**src/rtl/core/kwhm_pkg.sv**
```systemverilog
// ----------------------------------------------------------------------------
// kwhm_pkg
// Shared widths, constants and the heap entry type of the k-way heap merge.
// ----------------------------------------------------------------------------
package kwhm_pkg;

    // Field widths of the stream items
    localparam int KEY_BITS     = 32;
    localparam int SRC_BITS     = 3;
    localparam int WAYS_BITS    = 4;
    localparam int DEF_MAX_WAYS = 8;

    // Byte-aligned payload width: source and key
    localparam int TDATA_BITS = ((SRC_BITS + KEY_BITS + 7) / 8) * 8;

    // Number of ways after reset
    localparam logic [WAYS_BITS-1:0] WAYS_RESET = WAYS_BITS'(3);

    // Heap entry: the key's top bit is the end-of-stream sentinel
    typedef struct packed {
        logic [KEY_BITS:0]   key;
        logic [SRC_BITS-1:0] src;
    } heap_entry_t;

endpackage

```
**src/rtl/core/kwhm_heap_mem.sv**
```systemverilog
// ----------------------------------------------------------------------------
// kwhm_heap_mem
// Heap storage: one write port and two read ports with registered read data.
// ----------------------------------------------------------------------------
module kwhm_heap_mem
    import kwhm_pkg::*;
#(
    parameter int DEPTH = DEF_MAX_WAYS,
    localparam int AW = $clog2(DEPTH)
) (
    input  logic              aclk,
    input  logic              wr_en,
    input  logic [AW-1:0]     wr_addr,
    input  heap_entry_t       wr_data,
    input  logic              rd_en,
    input  logic [AW-1:0]     rd_addr_a,
    input  logic [AW-1:0]     rd_addr_b,
    output heap_entry_t       rd_data_a,
    output heap_entry_t       rd_data_b
);

    heap_entry_t mem [DEPTH];

    // Write one entry
    always_ff @(posedge aclk) begin
        if (wr_en) begin
            mem[wr_addr] <= wr_data;
        end
    end

    // Read two entries, hold data when no read is issued
    always_ff @(posedge aclk) begin
        if (rd_en) begin
            rd_data_a <= mem[rd_addr_a];
            rd_data_b <= mem[rd_addr_b];
        end
    end

endmodule

```
**src/rtl/core/kwhm_cmp.sv**
```systemverilog
// ----------------------------------------------------------------------------
// kwhm_cmp
// Shared key comparator: picks the candidate only if strictly smaller.
// ----------------------------------------------------------------------------
module kwhm_cmp
    import kwhm_pkg::*;
(
    input  heap_entry_t cur,
    input  heap_entry_t cand,
    output logic        take,
    output heap_entry_t pick
);

    // Ties keep the current pick
    assign take = (cand.key < cur.key);
    assign pick = take ? cand : cur;

endmodule

```
**src/rtl/core/kway_heap_merge_top.sv**
```systemverilog
// ----------------------------------------------------------------------------
// kway_heap_merge_top
// K-way merge of sorted key streams through a binary min-heap.
//
//   channel   direction  handshake           payload
//   s_*       in         s_tvalid/s_tready   tdata: source, key; tuser: at_end
//   m_*       out        m_tvalid/m_tready   tdata: min_key, min_source;
//                                            tuser: done_res
//   cfg_*     in         cfg_wen             cfg_wdata: ways
//
// A fill item that does not complete the fill only writes its slot. A merge
// item runs, for each level where the hole has a child, a heap memory read,
// a left compare and a right compare on the one shared comparator, plus a
// final write into the hole when the hole ends at a leaf.
// The last fill item sifts nodes (ways-1)/2 down to 0, bottom-up, before its result.
// Reset is synchronous, active low; the heap memory is not cleared.
// The input stalls while an item is in work or its result waits for a free
// output register.
// ----------------------------------------------------------------------------
module kway_heap_merge_top
    import kwhm_pkg::*;
#(
    parameter int MAX_WAYS = DEF_MAX_WAYS
) (
    input  logic                  aclk,
    input  logic                  aresetn,
    // configuration
    input  logic                  cfg_wen,
    input  logic [WAYS_BITS-1:0]  cfg_wdata,
    // input stream
    input  logic                  s_tvalid,
    output logic                  s_tready,
    input  logic [TDATA_BITS-1:0] s_tdata,   // source[2:0], key[34:3], zero pad
    input  logic                  s_tuser,   // at_end
    // result stream
    output logic                  m_tvalid,
    input  logic                  m_tready,
    output logic [TDATA_BITS-1:0] m_tdata,   // min_key[31:0], min_source[34:32], pad
    output logic                  m_tuser    // done_res
);

    localparam int IW   = $clog2(MAX_WAYS);
    localparam int NW   = IW + 2;
    localparam int CMPW = (NW > WAYS_BITS) ? NW : WAYS_BITS;
    localparam int PADW = TDATA_BITS - KEY_BITS - SRC_BITS;

    typedef enum logic [2:0] {
        S_IDLE,
        S_LOAD,
        S_LOADW,
        S_RD,
        S_CMPL,
        S_CMPR,
        S_EMIT
    } state_t;

    state_t                state_reg, state_next;
    logic                  merging_reg, merging_next;
    logic [WAYS_BITS-1:0]  fill_count_reg, fill_count_next;
    logic [WAYS_BITS-1:0]  ended_count_reg, ended_count_next;
    logic [WAYS_BITS-1:0]  ways_reg, ways_next;
    logic                  build_reg, build_next;
    logic [IW-1:0]         build_i_reg, build_i_next;
    logic [IW-1:0]         i_reg, i_next;
    logic [IW-1:0]         best_reg, best_next;
    heap_entry_t           v_reg, v_next;
    heap_entry_t           bent_reg, bent_next;
    heap_entry_t           root_reg, root_next;
    logic                  out_valid_reg, out_valid_next;
    logic [KEY_BITS-1:0]   out_key_reg, out_key_next;
    logic [SRC_BITS-1:0]   out_src_reg, out_src_next;
    logic                  out_done_reg, out_done_next;

    // memory and comparator hookup
    logic                  wr_en;
    logic [IW-1:0]         wr_addr;
    heap_entry_t           wr_data;
    logic                  rd_en;
    logic [IW-1:0]         rd_addr_a;
    logic [IW-1:0]         rd_addr_b;
    heap_entry_t           rd_data_a;
    heap_entry_t           rd_data_b;
    heap_entry_t           cmp_cur;
    heap_entry_t           cmp_cand;
    logic                  cmp_take;
    heap_entry_t           cmp_pick;

    // decode and helpers
    logic                  s_fire;
    logic                  in_end;
    logic [KEY_BITS:0]     in_key;
    logic [WAYS_BITS-1:0]  cfg_ways;
    logic [IW-1:0]         fill_slot;
    logic [WAYS_BITS-1:0]  fill_inc;
    logic [IW-1:0]         start_i;
    logic [CMPW-1:0]       left_idx;
    logic [CMPW-1:0]       right_idx;
    logic [CMPW-1:0]       ways_ext;
    logic                  left_ok;
    logic                  right_ok;
    logic                  all_ended;
    logic                  sift_end;

    kwhm_heap_mem #(
        .DEPTH (MAX_WAYS)
    ) u_mem (
        .aclk      (aclk),
        .wr_en     (wr_en),
        .wr_addr   (wr_addr),
        .wr_data   (wr_data),
        .rd_en     (rd_en),
        .rd_addr_a (rd_addr_a),
        .rd_addr_b (rd_addr_b),
        .rd_data_a (rd_data_a),
        .rd_data_b (rd_data_b)
    );

    kwhm_cmp u_cmp (
        .cur  (cmp_cur),
        .cand (cmp_cand),
        .take (cmp_take),
        .pick (cmp_pick)
    );

    // Decode the input item; an ended stream carries the sentinel key
    assign s_tready = (state_reg == S_IDLE);
    assign s_fire   = s_tvalid & s_tready;
    assign in_end   = s_tuser;
    assign in_key   = in_end ? {1'b1, KEY_BITS'(0)}
                             : {1'b0, s_tdata[SRC_BITS +: KEY_BITS]};

    // Clamp the written way count into its legal range
    always_comb begin
        if (cfg_wdata == '0) begin
            cfg_ways = WAYS_BITS'(1);
        end else if (int'(cfg_wdata) > MAX_WAYS) begin
            cfg_ways = WAYS_BITS'(MAX_WAYS);
        end else begin
            cfg_ways = cfg_wdata;
        end
    end

    assign fill_slot = (int'(fill_count_reg) >= MAX_WAYS) ? IW'(MAX_WAYS - 1)
                                                          : IW'(fill_count_reg);
    assign fill_inc  = fill_count_reg + 1'b1;
    assign start_i   = IW'((ways_reg - 1'b1) >> 1);
    assign all_ended = (ended_count_reg >= ways_reg);

    // Child indexes of the current hole
    assign left_idx  = (CMPW'(i_reg) << 1) + CMPW'(1);
    assign right_idx = left_idx + CMPW'(1);
    assign ways_ext  = CMPW'(ways_reg);
    assign left_ok   = (left_idx < ways_ext);
    assign right_ok  = (right_idx < ways_ext);

    // Steer the shared comparator: left child against the sifted entry,
    // then right child against the pick so far
    assign cmp_cur  = (state_reg == S_CMPL) ? v_reg : bent_reg;
    assign cmp_cand = (state_reg == S_CMPL) ? rd_data_a : rd_data_b;

    // Sequencer
    always_comb begin
        state_next       = state_reg;
        merging_next     = merging_reg;
        fill_count_next  = fill_count_reg;
        ended_count_next = ended_count_reg;
        ways_next        = ways_reg;
        build_next       = build_reg;
        build_i_next     = build_i_reg;
        i_next           = i_reg;
        best_next        = best_reg;
        v_next           = v_reg;
        bent_next        = bent_reg;
        root_next        = root_reg;
        out_valid_next   = out_valid_reg;
        out_key_next     = out_key_reg;
        out_src_next     = out_src_reg;
        out_done_next    = out_done_reg;
        wr_en            = 1'b0;
        wr_addr          = i_reg;
        wr_data          = v_reg;
        rd_en            = 1'b0;
        rd_addr_a        = IW'(left_idx);
        rd_addr_b        = IW'(right_idx);
        sift_end         = 1'b0;

        // Retire the output item
        if (m_tvalid && m_tready) begin
            out_valid_next = 1'b0;
        end

        unique case (state_reg)
            S_IDLE: begin
                if (s_fire) begin
                    if (!merging_reg) begin
                        // Fill one slot; the slot number is the stream
                        wr_en            = 1'b1;
                        wr_addr          = fill_slot;
                        wr_data.key      = in_key;
                        wr_data.src      = SRC_BITS'(fill_slot);
                        fill_count_next  = fill_inc;
                        ended_count_next = ended_count_reg + WAYS_BITS'(in_end);
                        if (fill_inc >= ways_reg) begin
                            build_next   = 1'b1;
                            build_i_next = start_i;
                            i_next       = start_i;
                            state_next   = S_LOAD;
                        end
                    end else if (all_ended) begin
                        state_next = S_EMIT;
                    end else begin
                        // Replace the root with the next key of its stream
                        v_next.key       = in_key;
                        v_next.src       = root_reg.src;
                        ended_count_next = ended_count_reg + WAYS_BITS'(in_end);
                        build_next       = 1'b0;
                        i_next           = '0;
                        state_next       = S_RD;
                    end
                end
            end
            S_LOAD: begin
                // Fetch the entry that starts this sift
                rd_en      = 1'b1;
                rd_addr_a  = i_reg;
                state_next = S_LOADW;
            end
            S_LOADW: begin
                v_next     = rd_data_a;
                state_next = S_RD;
            end
            S_RD: begin
                if (left_ok) begin
                    rd_en      = 1'b1;
                    state_next = S_CMPL;
                end else begin
                    // Leaf reached: drop the entry into the hole
                    wr_en    = 1'b1;
                    sift_end = 1'b1;
                end
            end
            S_CMPL: begin
                best_next  = cmp_take ? IW'(left_idx) : i_reg;
                bent_next  = cmp_pick;
                state_next = S_CMPR;
            end
            S_CMPR: begin
                wr_en = 1'b1;
                if (right_ok && cmp_take) begin
                    wr_data    = rd_data_b;
                    i_next     = IW'(right_idx);
                    state_next = S_RD;
                end else if (best_reg != i_reg) begin
                    wr_data    = bent_reg;
                    i_next     = best_reg;
                    state_next = S_RD;
                end else begin
                    sift_end = 1'b1;
                end
            end
            S_EMIT: begin
                // Load the result once the output register is free
                if (!out_valid_reg || m_tready) begin
                    out_valid_next = 1'b1;
                    if (all_ended) begin
                        out_key_next  = '0;
                        out_src_next  = '0;
                        out_done_next = 1'b1;
                    end else begin
                        out_key_next  = root_reg.key[KEY_BITS-1:0];
                        out_src_next  = root_reg.src;
                        out_done_next = 1'b0;
                    end
                    state_next = S_IDLE;
                end
            end
            default: begin
                state_next = S_IDLE;
            end
        endcase

        // End of one sift: next inner node while building, else emit
        if (sift_end) begin
            if (build_reg && (build_i_reg != '0)) begin
                build_i_next = build_i_reg - 1'b1;
                i_next       = build_i_reg - 1'b1;
                state_next   = S_LOAD;
            end else begin
                build_next   = 1'b0;
                merging_next = 1'b1;
                state_next   = S_EMIT;
            end
        end

        // Mirror the root entry
        if (wr_en && (wr_addr == '0)) begin
            root_next = wr_data;
        end

        // A new way count restarts the pass
        if (cfg_wen) begin
            ways_next        = cfg_ways;
            fill_count_next  = '0;
            ended_count_next = '0;
            merging_next     = 1'b0;
        end
    end

    // State and registered outputs
    always_ff @(posedge aclk) begin
        if (!aresetn) begin
            state_reg       <= S_IDLE;
            merging_reg     <= 1'b0;
            fill_count_reg  <= '0;
            ended_count_reg <= '0;
            ways_reg        <= WAYS_RESET;
            build_reg       <= 1'b0;
            out_valid_reg   <= 1'b0;
        end else begin
            state_reg       <= state_next;
            merging_reg     <= merging_next;
            fill_count_reg  <= fill_count_next;
            ended_count_reg <= ended_count_next;
            ways_reg        <= ways_next;
            build_reg       <= build_next;
            out_valid_reg   <= out_valid_next;
        end
        build_i_reg  <= build_i_next;
        i_reg        <= i_next;
        best_reg     <= best_next;
        v_reg        <= v_next;
        bent_reg     <= bent_next;
        root_reg     <= root_next;
        out_key_reg  <= out_key_next;
        out_src_reg  <= out_src_next;
        out_done_reg <= out_done_next;
    end

    assign m_tvalid = out_valid_reg;
    assign m_tdata  = {PADW'(0), out_src_reg, out_key_reg};
    assign m_tuser  = out_done_reg;

    // Ended streams never outnumber the ways of the pass
    a_ended_le_ways: assert property (@(posedge aclk) disable iff (!aresetn)
        ended_count_reg <= ways_reg)
        else $error("ended stream count exceeds way count");

    // A result is only produced once the heap is built
    a_emit_merging: assert property (@(posedge aclk) disable iff (!aresetn)
        (state_reg == S_EMIT) |-> merging_reg)
        else $error("result issued during fill phase");

    // The sift hole always lies inside the live heap
    a_hole_in_heap: assert property (@(posedge aclk) disable iff (!aresetn)
        (state_reg == S_RD) |-> (CMPW'(i_reg) < ways_ext))
        else $error("sift index outside heap");

endmodule

```
**config.mk**
```make
export PLATFORM = sky130hd
export DESIGN_NAME = kway_heap_merge_top
export DESIGN_NICKNAME = d
export VERILOG_FILES = /design/src/rtl/core/kwhm_pkg.sv /design/src/rtl/core/kwhm_heap_mem.sv /design/src/rtl/core/kwhm_cmp.sv /design/src/rtl/core/kway_heap_merge_top.sv
export SDC_FILE = /design/constraint.sdc
export NUM_CORES = 1
export LEC_CHECK = 0
export BUFFER_PORTS_ARGS = -buffer_cell sky130_fd_sc_hd__buf_2
export CAP_MARGIN = 30
export CORE_MARGIN = 2
export CORE_UTILIZATION = 42
export DETAILED_ROUTE_END_ITERATION = 16
export HOLD_SLACK_MARGIN = 0.15
export RECOVER_POWER = 100
export SYNTH_ARGS = -nofsm -noshare
export SYNTH_HDL_FRONTEND = slang
export SYNTH_SLANG_ARGS = --single-unit
```
**constraint.sdc**
```tcl
create_clock -name aclk -period 5.5 [get_ports aclk]
set_input_delay 0.825 -clock aclk [delete_from_list [all_inputs] [get_ports aclk]]
set_output_delay 0.825 -clock aclk [all_outputs]
set_load 0.02 [all_outputs]
```
==> run summary <==
CTS H-tree depth: 2
RSZ-0062 raised after global routing: no
Vert. Die Dim: 243 um
Cell Area, Synth: 0.0240 mm^2
storage element area: 0.0157 mm^2
cell row count: 87
area leader, netlist: edfxtp_1
Avg Inst Size Synth: 14.4 um^2
DRT Pass-1 Iters: 7
post-route ant nets: 0
first-pass GRT wire length: 94.5 mm
critical path required time: 5770 ps
routability cong.: 0.830
Final WS setup: 263 ps
CP Launch Type: register
nets@finish: 1,848
routed vias/inst: 5.85
Netlist cell types: 58
leakage: 9.01 nW
most frequent cells in the layout: 506 x edfxtp_1, 171 x nand2_1, 111 x nor2_1
Setup TNS Final: 0 ps
Final min period: 5240 ps
Synth top area share: 0.633
Initial Util: 0.425
final setup fails: 0
CTS tree: yes
Worst-path clk slew: 70 ps
synthesized instance count: 1,668
Clock Path Buffers: 3
CTS root buffer: clkbuf_16
synth warn: 0
io pins: 93
post-placement cell area: 0.0255 mm^2
launch point of the critical path: state_reg[2]
Post-DP HPWL: 37.5 mm
PortBufs: 79
largest net degree at the start of global routing: 67
total track usage: 0.213
clk_lat worst skew: 610 ps
WP data arrival: 5510 ps
Reg with most FFs: u_mem.mem
sequential share of the synthesized area: 0.653
failing checks: max-capacitance violations, max-slew violations
final period utilization: 0.952
initial antenna violation count: 0
final hold vios: 0
HP Class: register to register
wire length per cell: 24.7 um
Hold Path Origin: build_i_reg[2]
Power Dens Cells: 447 mW/mm^2
largest cells by area after synthesis: edfxtp_1 63%, mux4_2 6.8%, mux2i_1 3.3%
# Post-CTS Setup Buffers: 0
Final Cell Area: 0.0270 mm^2
Hold Buf Count CTS: 0
vias in the first global route: 14.9k
Final Max Tran Viols: 309
First DRT Iteration DRCs: 1,681
Main synth FF type: edfxtp_1
#FFs+latches synth: 530
core area: 0.0565 mm^2
Chip Width: 243 um
critical path class: register to register
area added between synthesis and finish: 12.6%
FF-to-FF Start: state_reg[2]
commonest non-fill, non-tap cell in the layout: edfxtp_1
layout cells sized above 1: 0.160
global route overflow: 0
async set-reset flop share out of synthesis: 0
CP Capture Type: register
Setup Skew: 26.1 ps
max reg flops: 288
peak supply drop: 0.322 mV
outcome: finished with violations
Detailed Route WL: 62.8 mm
final-layout fill cell count: 4,882
max cap viols: 13
Sink Count: 530
total CTS buffers: 53
Rel. slew slack: -1.27
area of the multi-input gates: 0.00785 mm^2
DRC violations left: 0
die area: 0.0591 mm^2
Worst-Margin Slew: 3410 ps
Post-synth EDFFs: 506
DR vias: 14.9k
DP Worst Slack: 406 ps
post-cts sizing count: 0
Max Fclk: 191 MHz
CP Max Fanout: 35
cells in the mapped netlist, types with 5 or more instances:
master      n
edfxtp_1  506
a21oi_1    75
inv_1      18
nand3_1     7
mux4_2     72
dfxtp_1    24
o211ai_1   24
o22ai_1     9
buf_1      22
a22oi_1     6
and2_1     37
a211oi_1   10
nor2b_1     6
nand4_1     7
o21ai_0    48
o221ai_1   59
buf_4      12
buf_2      17
nor3_1     12
ha_1       54
a31oi_1    40
nand2_1   173
nor2_1    115
o21ai_1     5
o21a_1     36
xor2_1      7
nand2b_1   10
or3_1      25
mux2i_1    78
mux2_2     42
xnor2_1     6
clkbuf_1   60
layout make-up:
cell class	instances	share of cell area
clock buffer	62	0.0503
sequential	530	0.580
timing repair buffer	128	0.0262
antenna	1	0.0000926
multi-input combinational	1009	0.290
tap	756	0.0350
inverter	22	0.00305
clock inverter	38	0.0149
path summary, 6_finish.rpt:
kind | depth (start not counted) | slack (ps) | end
hold / removal | 2 | 480 | build_i_reg[2]
setup reg to reg | 13 | 260 | u_mem.mem[4][35]
hold reg to reg | 2 | 480 | build_i_reg[2]
setup / recovery | 13 | 260 | u_mem.mem[4][35]
metal layers:
layer / share of wire / wire, um / global-route usage
met5: 0 / 0 / 0
met4: 0.023 / 1460 / 0.0623
met3: 0.077 / 4820 / 0.0387
met2: 0.47 / 29500 / 0.339
met1: 0.43 / 27000 / 0.300
power by group:
part	leakage [nW]	switching, W	internal [W]
clock network	0.852	0.00158	0.00211
registers	4.83	0.000209	0.00498
logic	3.32	0.00192	0.00128
total	9.01	0.00371	0.00838
kinds of logic (layout without fill, tap and decap cells):
group	Yosys count	in the layout	share of synthesized area
AOI/OAI and AO/OA	341	341	0.0955
xor gates and xnor gates	13	13	0.00474
adders and majority gates	54	54	0.0281
buffers and inverters	133	250	0.0235
DFF	530	530	0.653
muxes	195	195	0.121
other	1	6	0.000156
and+or+nand+nor	401	401	0.0741
through the flow:
stage,utilization,hold slack (ps),power (W),instances
finish,0.479,484,0.0121,2546
floorplan,-,442,0.00744,1672
CTS,0.483,464,0.0122,2545
detailed placement,0.452,461,0.00845,2445
global placement,0.452,450,0.00837,2444
global route,0.478,497,0.0126,2545
critical path, cell delays in order, from the launching register on:
cell      delay [ps]
dfxtp_1          550
nor3b_2          310
buf_12           280
buf_4            250
mux2_2           360
ha_1             290
nand2_1          100
o21ai_0          140
a221oi_1         550
o211ai_1         340
a311oi_4         350
buf_4            450
a21oi_1          120
o21ai_0          760
(Power assumes the default switching activity.)
